## config.mk

```make
export PLATFORM = sky130hd
export DESIGN_NAME = soft_symbol_demapper
export DESIGN_NICKNAME = d
export VERILOG_FILES = /design/src/rtl/ssd_pkg.sv /design/src/rtl/ssd_div.sv /design/src/rtl/ssd_sqacc.sv /design/src/rtl/soft_symbol_demapper.sv
export SDC_FILE = /design/constraint.sdc
export NUM_CORES = 2
export LEC_CHECK = 0
export BUFFER_PORTS_ARGS = -buffer_cell sky130_fd_sc_hd__buf_2
export CAP_MARGIN = 20
export CORE_MARGIN = 3
export CORE_UTILIZATION = 40
export DETAILED_ROUTE_END_ITERATION = 10
export GPL_TIMING_DRIVEN = 1
export SLEW_MARGIN = 15
export SYNTH_ARGS = -nofsm -noshare
export SYNTH_HDL_FRONTEND = slang
export SYNTH_HIERARCHICAL = 1
export SYNTH_SLANG_ARGS = --single-unit
```

## constraint.sdc

```tcl
create_clock -name i_clk -period 18.5 [get_ports i_clk]
set_input_delay 3.7 -clock i_clk [delete_from_list [all_inputs] [get_ports i_clk]]
set_output_delay 3.7 -clock i_clk [all_outputs]
set_load 0.03 [all_outputs]
```

## src/rtl/ssd_pkg.sv

```systemverilog
`timescale 1ns / 1ps
package ssd_pkg;

    localparam int CHIPS      = 16;
    localparam int IDX_W      = 4;
    localparam int NORM_W     = 16;
    localparam int SUM_W      = 20;
    localparam int TERM_W     = 23;
    localparam int SQ_W       = 45;
    localparam int ACC_W      = 48;
    localparam int DIST_W     = 17;
    localparam int METRIC_W   = 18;
    localparam int MARGIN_W   = 17;
    localparam int DIV_NUM_W  = 35;
    localparam int DIV_DEN_W  = 19;
    localparam int DIV_CNT_W  = 6;
    localparam int STEP_W     = 5;

    localparam int S_TDATA_W  = 40;
    localparam int M_TDATA_W  = 96;
    localparam int CFG_IDX_W  = 3;
    localparam int CFG_DATA_W = 64;

    // configuration register indexes
    localparam logic [CFG_IDX_W-1:0] REG_MASKS_LOW      = 3'd0;
    localparam logic [CFG_IDX_W-1:0] REG_MASKS_MID_LOW  = 3'd1;
    localparam logic [CFG_IDX_W-1:0] REG_MASKS_MID_HIGH = 3'd2;
    localparam logic [CFG_IDX_W-1:0] REG_MASKS_HIGH     = 3'd3;
    localparam logic [CFG_IDX_W-1:0] REG_MIN_ENERGY     = 3'd4;
    localparam logic [CFG_IDX_W-1:0] REG_MAX_RESIDUAL   = 3'd5;
    localparam logic [CFG_IDX_W-1:0] REG_MIN_MARGIN     = 3'd6;

    localparam logic [15:0] MAX_RESIDUAL_RST = 16'd32768;

    typedef enum logic [2:0] {
        S_IDLE,
        S_NORM,
        S_SUM,
        S_ENERGY,
        S_DIST,
        S_MSTART,
        S_MARGIN,
        S_OUT
    } t_state;

endpackage

```

## src/rtl/ssd_div.sv

```systemverilog
`timescale 1ns / 1ps
module ssd_div
    import ssd_pkg::*;
(
    input  logic                 i_clk,
    input  logic                 i_rst_n,
    input  logic                 i_start,
    input  logic [DIV_NUM_W-1:0] i_num,
    input  logic [DIV_DEN_W-1:0] i_den,
    output logic                 o_done,
    output logic [DIV_NUM_W-1:0] o_quot
);

    logic                 r_busy;
    logic                 r_done;
    logic [DIV_CNT_W-1:0] r_cnt;
    logic [DIV_DEN_W-1:0] r_den;
    logic [DIV_DEN_W-1:0] r_rem;
    logic [DIV_NUM_W-1:0] r_quo;
    logic [DIV_DEN_W:0]   shifted;
    logic [DIV_DEN_W:0]   trial;

    // one restoring step: bring down the next numerator bit, try a subtract
    assign shifted = {r_rem, r_quo[DIV_NUM_W-1]};
    assign trial   = shifted - {1'b0, r_den};

    always_ff @(posedge i_clk) begin
        if (!i_rst_n) begin
            r_busy <= 1'b0;
            r_done <= 1'b0;
            r_cnt  <= '0;
        end else begin
            r_done <= 1'b0;
            if (i_start) begin
                r_busy <= 1'b1;
                r_cnt  <= DIV_CNT_W'(DIV_NUM_W);
            end else if (r_busy) begin
                r_cnt <= r_cnt - 1'b1;
                if (r_cnt == DIV_CNT_W'(1)) begin
                    r_busy <= 1'b0;
                    r_done <= 1'b1;
                end
            end
        end
    end

    always_ff @(posedge i_clk) begin
        if (i_start) begin
            r_den <= i_den;
            r_rem <= '0;
            r_quo <= i_num;
        end else if (r_busy) begin
            if (!trial[DIV_DEN_W]) begin
                r_rem <= trial[DIV_DEN_W-1:0];
                r_quo <= {r_quo[DIV_NUM_W-2:0], 1'b1};
            end else begin
                r_rem <= shifted[DIV_DEN_W-1:0];
                r_quo <= {r_quo[DIV_NUM_W-2:0], 1'b0};
            end
        end
    end

    assign o_done = r_done;
    assign o_quot = r_quo;

endmodule

```

## src/rtl/ssd_sqacc.sv

```systemverilog
`timescale 1ns / 1ps
module ssd_sqacc
    import ssd_pkg::*;
(
    input  logic                     i_clk,
    input  logic                     i_rst_n,
    input  logic                     i_clear,
    input  logic                     i_valid,
    input  logic signed [TERM_W-1:0] i_value,
    output logic [ACC_W-1:0]         o_acc
);

    logic signed [2*TERM_W-1:0] prod;
    logic [SQ_W-1:0]            r_sq;
    logic                       r_sq_vld;
    logic [ACC_W-1:0]           r_acc;

    assign prod = i_value * i_value;

    // register the square, then add it in
    always_ff @(posedge i_clk) begin
        if (!i_rst_n) begin
            r_sq_vld <= 1'b0;
            r_acc    <= '0;
        end else if (i_clear) begin
            r_sq_vld <= 1'b0;
            r_acc    <= '0;
        end else begin
            r_sq_vld <= i_valid;
            if (r_sq_vld) begin
                r_acc <= r_acc + ACC_W'(r_sq);
            end
        end
    end

    always_ff @(posedge i_clk) begin
        r_sq <= prod[SQ_W-1:0];
    end

    assign o_acc = r_acc;

endmodule

```

## src/rtl/soft_symbol_demapper.sv

```systemverilog
`timescale 1ns / 1ps
// Channel   Direction  Beat contents
// s_axis    in         tdata: chip_luma[11:0] centre_luma[23:12] half_span[34:24]
//                      tuser: already_unreliable; tlast: last_chip
// m_axis    out        tdata: plane0..3_metric, symbol_margin; tuser: unreliable
// cfg       in         i_cfg_index selects register, i_cfg_data holds value
//
// Each chip is accepted, then normalized on the shared restoring divider.
// The last chip of a tile then runs a sum pass, an energy pass and 16 distance passes
// on the shared square-accumulate unit, the margin (a start state, then the divider)
// and the load of the output register.
// Reset is synchronous, active low; it clears control state and config registers.
// A result waits in the output register; a later tile stalls only at its own result.
module soft_symbol_demapper
    import ssd_pkg::*;
(
    input  logic                  i_clk,
    input  logic                  i_rst_n,
    input  logic                  s_axis_tvalid,
    output logic                  s_axis_tready,
    input  logic [S_TDATA_W-1:0]  s_axis_tdata,  // chip_luma, centre_luma, half_span
    input  logic                  s_axis_tuser,  // already_unreliable
    input  logic                  s_axis_tlast,
    output logic                  m_axis_tvalid,
    input  logic                  m_axis_tready,
    output logic [M_TDATA_W-1:0]  m_axis_tdata,  // plane0..3_metric, symbol_margin
    output logic                  m_axis_tuser,  // unreliable
    input  logic                  i_cfg_valid,
    output logic                  o_cfg_ready,
    input  logic [CFG_IDX_W-1:0]  i_cfg_index,
    input  logic [CFG_DATA_W-1:0] i_cfg_data
);

    t_state r_state, n_state;

    logic [CFG_DATA_W-1:0] r_masks [4];
    logic [16:0]           r_min_energy;
    logic [15:0]           r_max_residual;
    logic [16:0]           r_min_margin;

    logic signed [NORM_W-1:0] r_store [CHIPS];
    logic [IDX_W-1:0]  r_chip_idx;
    logic              r_sticky;
    logic [11:0]       r_centre;
    logic [10:0]       r_half;
    logic              r_neg;
    logic              r_last;

    logic [STEP_W-1:0]       r_k;
    logic [3:0]              r_sym;
    logic signed [SUM_W-1:0] r_sum;
    logic                    r_low_energy;
    logic [DIST_W-1:0]       r_b0, r_b1;
    logic [DIST_W-1:0]       r_zero [4];
    logic [DIST_W-1:0]       r_one [4];
    logic [MARGIN_W-1:0]     r_margin;

    logic                    r_out_valid;
    logic [M_TDATA_W-1:0]    r_out_data;
    logic                    r_out_unrel;

    logic accept;
    logic div_start, div_done;
    logic [DIV_NUM_W-1:0] div_num, div_quot;
    logic [DIV_DEN_W-1:0] div_den;
    logic sq_clear, sq_valid;
    logic [ACC_W-1:0] sq_acc;
    logic out_free;

    // ---------------- configuration ----------------
    assign o_cfg_ready = 1'b1;

    always_ff @(posedge i_clk) begin
        if (!i_rst_n) begin
            for (int j = 0; j < 4; j++) begin
                r_masks[j] <= '0;
            end
            r_min_energy   <= '0;
            r_max_residual <= MAX_RESIDUAL_RST;
            r_min_margin   <= '0;
        end else if (i_cfg_valid) begin
            unique case (i_cfg_index)
                REG_MASKS_LOW:      r_masks[0] <= i_cfg_data;
                REG_MASKS_MID_LOW:  r_masks[1] <= i_cfg_data;
                REG_MASKS_MID_HIGH: r_masks[2] <= i_cfg_data;
                REG_MASKS_HIGH:     r_masks[3] <= i_cfg_data;
                REG_MIN_ENERGY:     r_min_energy <= i_cfg_data[16:0];
                REG_MAX_RESIDUAL:   r_max_residual <= i_cfg_data[15:0];
                REG_MIN_MARGIN:     r_min_margin <= i_cfg_data[16:0];
                default: ;
            endcase
        end
    end

    // ---------------- input decode ----------------
    logic [11:0]        in_chip, in_centre, use_centre;
    logic [10:0]        in_half, use_half, half_nz;
    logic signed [12:0] diff;
    logic [11:0]        mag;
    logic [DIV_NUM_W-1:0] norm_num;

    assign in_chip    = s_axis_tdata[11:0];
    assign in_centre  = s_axis_tdata[23:12];
    assign in_half    = s_axis_tdata[34:24];
    assign use_centre = (r_chip_idx == '0) ? in_centre : r_centre;
    assign use_half   = (r_chip_idx == '0) ? in_half : r_half;
    assign half_nz    = (use_half == '0) ? 11'd1 : use_half;
    assign diff       = $signed({1'b0, in_chip}) - $signed({1'b0, use_centre});
    assign mag        = diff[12] ? 12'(-diff) : diff[11:0];
    assign norm_num   = DIV_NUM_W'({mag, 12'd0}) + DIV_NUM_W'(half_nz[10:1]);

    assign accept = s_axis_tvalid && s_axis_tready;

    // ---------------- shared term for energy and distance ----------------
    logic signed [NORM_W-1:0] rd_chip;
    logic signed [TERM_W-1:0] d_term, t_term;
    logic [CFG_DATA_W-1:0]    mask_word;
    logic                     mask_bit;

    assign rd_chip   = r_store[r_k[IDX_W-1:0]];
    assign d_term    = (TERM_W'(rd_chip) <<< 4) - TERM_W'(r_sum);
    assign mask_word = r_masks[r_sym[3:2]];
    assign mask_bit  = mask_word[{r_sym[1:0], r_k[IDX_W-1:0]}];
    assign t_term    = mask_bit ? d_term - TERM_W'(65536) : d_term + TERM_W'(65536);

    // ---------------- distance rounding and margin setup ----------------
    logic [ACC_W:0]        dist_round;
    logic [DIST_W-1:0]     sym_dist;
    logic [DIST_W:0]       den_raw, den;
    logic [DIST_W-1:0]     gap;

    assign dist_round = {1'b0, sq_acc} + (ACC_W+1)'(1 << 23);
    assign sym_dist = (dist_round[ACC_W:24] > (ACC_W-23)'(131071)) ? DIST_W'(131071)
                                                                   : dist_round[24+DIST_W-1:24];
    assign den_raw = {1'b0, r_b0} + {1'b0, r_b1};
    assign den     = (den_raw == '0) ? (DIST_W+1)'(1) : den_raw;
    assign gap     = r_b1 - r_b0;

    // ---------------- verdict and metrics ----------------
    logic unrel;
    logic signed [METRIC_W-1:0] metric [4];
    logic signed [METRIC_W-1:0] mdiff;
    logic [METRIC_W-1:0]        mabs;

    assign unrel = r_sticky || r_low_energy
                || ({r_b0, 2'b00} > 19'(r_max_residual))
                || (r_margin < r_min_margin);

    always_comb begin
        for (int p = 0; p < 4; p++) begin
            mdiff = $signed({1'b0, r_one[p]}) - $signed({1'b0, r_zero[p]});
            mabs  = mdiff[METRIC_W-1] ? METRIC_W'(-mdiff) : mdiff;
            mabs  = (mabs + 1'b1) >> 1;
            if (unrel) begin
                metric[p] = '0;
            end else if (mdiff[METRIC_W-1]) begin
                metric[p] = -$signed(mabs);
            end else begin
                metric[p] = $signed(mabs);
            end
        end
    end

    assign out_free = !r_out_valid || m_axis_tready;

    // ---------------- next state ----------------
    always_comb begin
        n_state = r_state;
        unique case (r_state)
            S_IDLE:   if (accept) n_state = S_NORM;
            S_NORM:   if (div_done) n_state = r_last ? S_SUM : S_IDLE;
            S_SUM:    if (r_k == STEP_W'(CHIPS - 1)) n_state = S_ENERGY;
            S_ENERGY: if (r_k == STEP_W'(CHIPS + 1)) n_state = S_DIST;
            S_DIST:   if (r_k == STEP_W'(CHIPS + 1) && r_sym == 4'd15) n_state = S_MSTART;
            S_MSTART: n_state = S_MARGIN;
            S_MARGIN: if (div_done) n_state = S_OUT;
            S_OUT:    if (out_free) n_state = S_IDLE;
            default:  n_state = S_IDLE;
        endcase
    end

    // ---------------- control outputs ----------------
    always_comb begin
        s_axis_tready = 1'b0;
        div_start     = 1'b0;
        div_num       = norm_num;
        div_den       = DIV_DEN_W'(half_nz);
        sq_valid      = 1'b0;
        sq_clear      = 1'b0;
        unique case (r_state)
            S_IDLE: begin
                s_axis_tready = 1'b1;
                div_start     = s_axis_tvalid;
            end
            S_ENERGY, S_DIST: begin
                sq_valid = (r_k < STEP_W'(CHIPS));
                sq_clear = (r_k == STEP_W'(CHIPS + 1));
            end
            S_MSTART: begin
                div_start = 1'b1;
                div_num   = DIV_NUM_W'({gap, 17'd0}) + DIV_NUM_W'(den);
                div_den   = {den, 1'b0};
            end
            default: ;
        endcase
    end

    ssd_div u_div (
        .i_clk   (i_clk),
        .i_rst_n (i_rst_n),
        .i_start (div_start),
        .i_num   (div_num),
        .i_den   (div_den),
        .o_done  (div_done),
        .o_quot  (div_quot)
    );

    ssd_sqacc u_sqacc (
        .i_clk   (i_clk),
        .i_rst_n (i_rst_n),
        .i_clear (sq_clear),
        .i_valid (sq_valid),
        .i_value (sq_valid ? ((r_state == S_ENERGY) ? d_term : t_term) : '0),
        .o_acc   (sq_acc)
    );

    // ---------------- control registers ----------------
    always_ff @(posedge i_clk) begin
        if (!i_rst_n) begin
            r_state     <= S_IDLE;
            r_chip_idx  <= '0;
            r_sticky    <= 1'b0;
            r_centre    <= '0;
            r_half      <= '0;
            r_k         <= '0;
            r_sym       <= '0;
            r_out_valid <= 1'b0;
        end else begin
            r_state <= n_state;
            // load the result beat, or drop it once taken
            if (r_state == S_OUT && out_free) begin
                r_out_valid <= 1'b1;
            end else if (m_axis_tready) begin
                r_out_valid <= 1'b0;
            end
            unique case (r_state)
                S_IDLE: begin
                    r_k <= '0;
                    if (accept) begin
                        if (r_chip_idx == '0) begin
                            r_centre <= in_centre;
                            r_half   <= in_half;
                            r_sticky <= s_axis_tuser;
                        end else begin
                            r_sticky <= r_sticky | s_axis_tuser;
                        end
                    end
                end
                S_NORM: begin
                    if (div_done) begin
                        r_chip_idx <= r_last ? '0 : r_chip_idx + 1'b1;
                    end
                end
                S_SUM: begin
                    r_k <= (r_k == STEP_W'(CHIPS - 1)) ? '0 : r_k + 1'b1;
                end
                S_ENERGY: begin
                    r_k   <= (r_k == STEP_W'(CHIPS + 1)) ? '0 : r_k + 1'b1;
                    r_sym <= '0;
                end
                S_DIST: begin
                    if (r_k == STEP_W'(CHIPS + 1)) begin
                        r_k   <= '0;
                        r_sym <= r_sym + 1'b1;
                    end else begin
                        r_k <= r_k + 1'b1;
                    end
                end
                default: ;
            endcase
        end
    end

    // ---------------- datapath registers ----------------
    always_ff @(posedge i_clk) begin
        unique case (r_state)
            S_IDLE: begin
                r_neg  <= diff[12];
                r_last <= s_axis_tlast;
                r_sum  <= '0;
            end
            S_NORM: begin
                // saturate the normalized chip and store it
                if (div_done) begin
                    if (r_neg) begin
                        r_store[r_chip_idx] <= (div_quot > DIV_NUM_W'(32768))
                            ? NORM_W'(-32768) : NORM_W'(-div_quot);
                    end else begin
                        r_store[r_chip_idx] <= (div_quot > DIV_NUM_W'(32767))
                            ? NORM_W'(32767) : NORM_W'(div_quot);
                    end
                end
            end
            S_SUM: begin
                r_sum <= r_sum + SUM_W'(rd_chip);
            end
            S_ENERGY: begin
                r_b0 <= '1;
                r_b1 <= '1;
                for (int p = 0; p < 4; p++) begin
                    r_zero[p] <= '1;
                    r_one[p]  <= '1;
                end
                if (r_k == STEP_W'(CHIPS + 1)) begin
                    r_low_energy <= ({1'b0, sq_acc} < (ACC_W+1)'({r_min_energy, 20'd0}));
                end
            end
            S_DIST: begin
                // keep best two and per-bit minimums
                if (r_k == STEP_W'(CHIPS + 1)) begin
                    if (sym_dist < r_b0) begin
                        r_b1 <= r_b0;
                        r_b0 <= sym_dist;
                    end else if (sym_dist < r_b1) begin
                        r_b1 <= sym_dist;
                    end
                    for (int p = 0; p < 4; p++) begin
                        if (r_sym[p]) begin
                            if (sym_dist < r_one[p]) r_one[p] <= sym_dist;
                        end else begin
                            if (sym_dist < r_zero[p]) r_zero[p] <= sym_dist;
                        end
                    end
                end
            end
            S_MARGIN: begin
                if (div_done) r_margin <= div_quot[MARGIN_W-1:0];
            end
            S_OUT: begin
                if (out_free) begin
                    r_out_data  <= {7'd0, r_margin, metric[3], metric[2],
                                    metric[1], metric[0]};
                    r_out_unrel <= unrel;
                end
            end
            default: ;
        endcase
    end

    assign m_axis_tvalid = r_out_valid;
    assign m_axis_tdata  = r_out_data;
    assign m_axis_tuser  = r_out_unrel;

endmodule

```

==> impl_metrics.json <==
{
  "vias": 58704,
  "power_switching_share_pct": 31.2,
  "r2r_setup_slack_ns": 4.18,
  "worst_path_dominant_cell_family": "adder cells",
  "post_cts_buffers": 0,
  "ctsLongestPathBuffers": 3,
  "p_leak_nw": 38.3,
  "count_of_buffers_inserted_at_the_top_level_ports": 200,
  "critical_path.reg2reg.endpoint": "u_sqacc/r_sq[44]",
  "post-route-drc-count": 0,
  "routed_wire_length_um": 223000,
  "synth_seq_area_share_pct": 36.4,
  "post_drt_via_cell_ratio": 5.31,
  "clk-insertion-delay-late_ns": 0.83,
  "fp.dieW_um": 463,
  "timing.hold.worst_path_depth": 2,
  "power_switching_mw": 2.25,
  "post_drt_wl_per_cell_um": 20.2,
  "chip_height_um": 463,
  "root_buffer": "clkbuf_16",
  "syn_inst": 8004,
  "final_cell_count_no_fill": 11048,
  "mostFrequentLayoutCell": "inv_1",
  "skew_ns": 0.102,
  "grt_first_pass_wirelength_um": 345000,
  "final_critical_path_setup_slack_ns": 4.18,
  "rsz_0062_raised_after_global_routing": "false",
  "worst-slew-pin-transition_ns": 1.13,
  "number_of_global_route_vias_before_repair": 59444,
  "most_common_cell_on_crit_path": "fa_1",
  "dp.final_hpwl_um": 165000,
  "placedCellCount": 10806,
  "yosys_warnings": 6,
  "post_synth_num_cell_types": 131,
  "cts_tree": "yes",
  "hold-worst-slack_ns": 0.464,
  "design.portCount": 214,
  "internal_power_mw": 4.95,
  "layout-area-overhead-vs-synth_pct": 10.4,
  "register_area_sq_mm": 0.0304,
  "ys_async_sr_fraction_pct": 0,
  "worst_path_required_time_ns": 19.25,
  "drt_iter0_markers": 4052,
  "final_core_utilization_pct": 44.5,
  "postSynth.topFlopCell": "edfxtp_1",
  "setup_tns_ns": 0,
  "pwr-share-seq_pct": 40.8,
  "max_slew_violation_count": 0,
  "power-per-cell-area_mw_per_mm2": 78.1,
  "worstSetupPathType": "register to register",
  "dp_worst_setup_slack_ns": 4.15,
  "h_tree_depth": 3,
  "synth-seq-cells": 1083,
  "detailedRoute.firstPassIterationCount": 6,
  "holdCritPathClass": "register to register",
  "critical_path_peak_fanout": 69,
  "number_of_buffers_and_inverters_on_the_critical_path": 7,
  "antenna_found_initial": 14,
  "grt_max_degree": 70,
  "clock-sinks": 1083,
  "worst_ep_arrival_ns": 15.07,
  "final_period_minus_worst_setup_slack_ns": 14.32,
  "multi_input_logic_area_sq_mm": 0.0481,
  "filler_cell_count": 19643,
  "finalWeightedCongestion": 0.886,
  "nNetsFinal": 9356,
  "clkSlewWorstSetupHoldPaths_ns": 0.07,
  "setup_viol": 0,
  "post_cts_resized": 0,
  "max_cap_viol_count": 0,
  "layout-drive-gt1-share_pct": 11.0,
  "reg2regPathDepth": 46,
  "power_frac_comb_pct": 24.1,
  "placedInstanceArea_sq_mm": 0.0879,
  "timing.fmax_mhz": 69.8,
  "synth-edff-count": 866,
  "grt_overflow_total": 0,
  "groute.usage.overall_pct": 20.5,
  "timing.critical_path.slowest_cell_delay_ns": 0.95,
  "hold-path-endpoint": "r_centre[8]",
  "crit_slowest_cell": "fa_1",
  "layout_common_cells": "inv_1, edfxtp_1, nand2_1",
  "run_status": "complete, no violations",
  "postCtsHoldBufs": 0,
  "worst_setup_path_end_kind": "register",
  "p_clk_share_pct": 35.0,
  "critical_path.startpoint_type": "register",
  "final_hold_violations": 0,
  "ant_nets": 0,
  "fp.dieArea_sq_mm": 0.214,
  "synthesis.area_sq_mm": 0.0834,
  "timing.final.crit_share_pct": 77.4,
  "num_rows": 167,
  "fin_area_sq_mm": 0.0921,
  "post_synth.cell_area_avg_sq_um": 10.4,
  "start_util_pct": 40.2,
  "power.ir.vdd_worst_mv": 0.0943,
  "worstHoldStart": "r_centre[8]",
  "total_power_mw": 7.20,
  "design.core.area_sq_mm": 0.207,
  "worst_slew_margin_rel_pct": 24.5,
  "numCtsBuffers": 121
}
tightest hold or removal path, cell delays in order, from the launching register on:
cell and delay (ns):
dfxtp_1 0.31, nand2_1 0.04, a21boi_0 0.06
flip-flops by register name, summed over array words and instances (netlist names), 17 cells and up, named ones only:
register,cells
u_sqacc/r_sq,44
u_sqacc/o_acc,48
u_div/o_quot,35
r_zero,68
u_div/r_rem,19
r_masks,256
r_store,256
r_b1,17
r_sum,20
r_min_energy,17
r_margin,17
u_div/r_den,19
r_min_margin,17
m_axis_tdata,89
r_one,68
r_b0,17
per-layer routing:
layer	GRT usage (%)	wire [um]	part of all wire [%]	vias up
li1	-	-	-	27876
met2	34.0	106000	47	1447
met5	0	28	0.013	-
met3	2.94	12500	5.6	320
met1	27.4	96000	43	29057
met4	7.63	8860	4.0	4
synthesized netlist by cell type, drive strengths merged, types with 40 or more instances:
| library cell | n | area share (%) |
|---|---|---|
| a211oi | 58 | 0.52 |
| mux4 | 165 | 4.5 |
| nand4 | 53 | 0.40 |
| dfxtp | 217 | 5.2 |
| o21a | 46 | 0.41 |
| a31oi | 47 | 0.39 |
| inv | 1064 | 4.8 |
| mux2i | 88 | 1.1 |
| buf | 62 | 0.39 |
| or3 | 52 | 0.39 |
| o21ai | 259 | 1.6 |
| nor4 | 40 | 0.37 |
| clkbuf | 251 | 1.1 |
| nand3 | 121 | 0.73 |
| mux2 | 46 | 0.62 |
| ha | 571 | 8.6 |
| nand2 | 765 | 3.4 |
| a21o | 132 | 1.2 |
| edfxtp | 866 | 31 |
| xnor2 | 283 | 3.0 |
| a21oi | 308 | 1.9 |
| nor3 | 115 | 0.70 |
| nand2b | 70 | 0.52 |
| nor2b | 96 | 0.72 |
| nor2 | 453 | 2.0 |
| and3 | 54 | 0.42 |
| xor2 | 184 | 2.0 |
| a21boi | 97 | 0.88 |
| fa | 526 | 13 |
| and2 | 427 | 3.2 |
power groups by stage:
stage | Sequential, mW | Clock (mW) | Combinational, mW
5_1_grt | 2.95 | 2.67 | 1.93
3_3_place_gp | 2.98 | 0 | 1.69
6_report | 2.94 | 2.52 | 1.74
2_1_floorplan | 2.92 | 0 | 1.35
3_5_place_dp | 2.98 | 0 | 1.72
4_1_cts | 2.94 | 2.57 | 1.73
cell type report:
type | count | area share [%]
tap | 2788 | 3.79
clock inverter | 76 | 0.938
inverter | 1065 | 4.34
timing repair buffer | 325 | 2.12
clock buffer | 156 | 3.64
antenna | 6 | 0.0163
sequential | 1083 | 32.9
multi-input combinational | 5549 | 52.2
worst max-delay path by stage:
stage / from / endpoint / slack (ns) / depth (start not counted)
2_1_floorplan: register / u_sqacc/r_sq[44] / 5.45 / 47
3_3_place_gp: register / u_sqacc/r_sq[44] / 4.23 / 46
3_5_place_dp: register / u_sqacc/r_sq[44] / 4.15 / 46
4_1_cts: register / u_sqacc/r_sq[44] / 4.08 / 46
5_1_grt: register / u_sqacc/r_sq[44] / 2.98 / 46
6_report: register / u_sqacc/r_sq[44] / 4.18 / 46
cells by family after synthesis:
| kind of cell | synth area share (%) |
|---|---|
| AOI/OAI and AO/OA | 10.5 |
| xor gates and xnor gates | 5.03 |
| and+or+nand+nor | 14.4 |
| other | 0.0135 |
| DFF | 36.4 |
| buffers and inverters | 6.31 |
| muxes | 6.13 |
| adders and majority gates | 21.2 |
(Power assumes the default switching activity.)
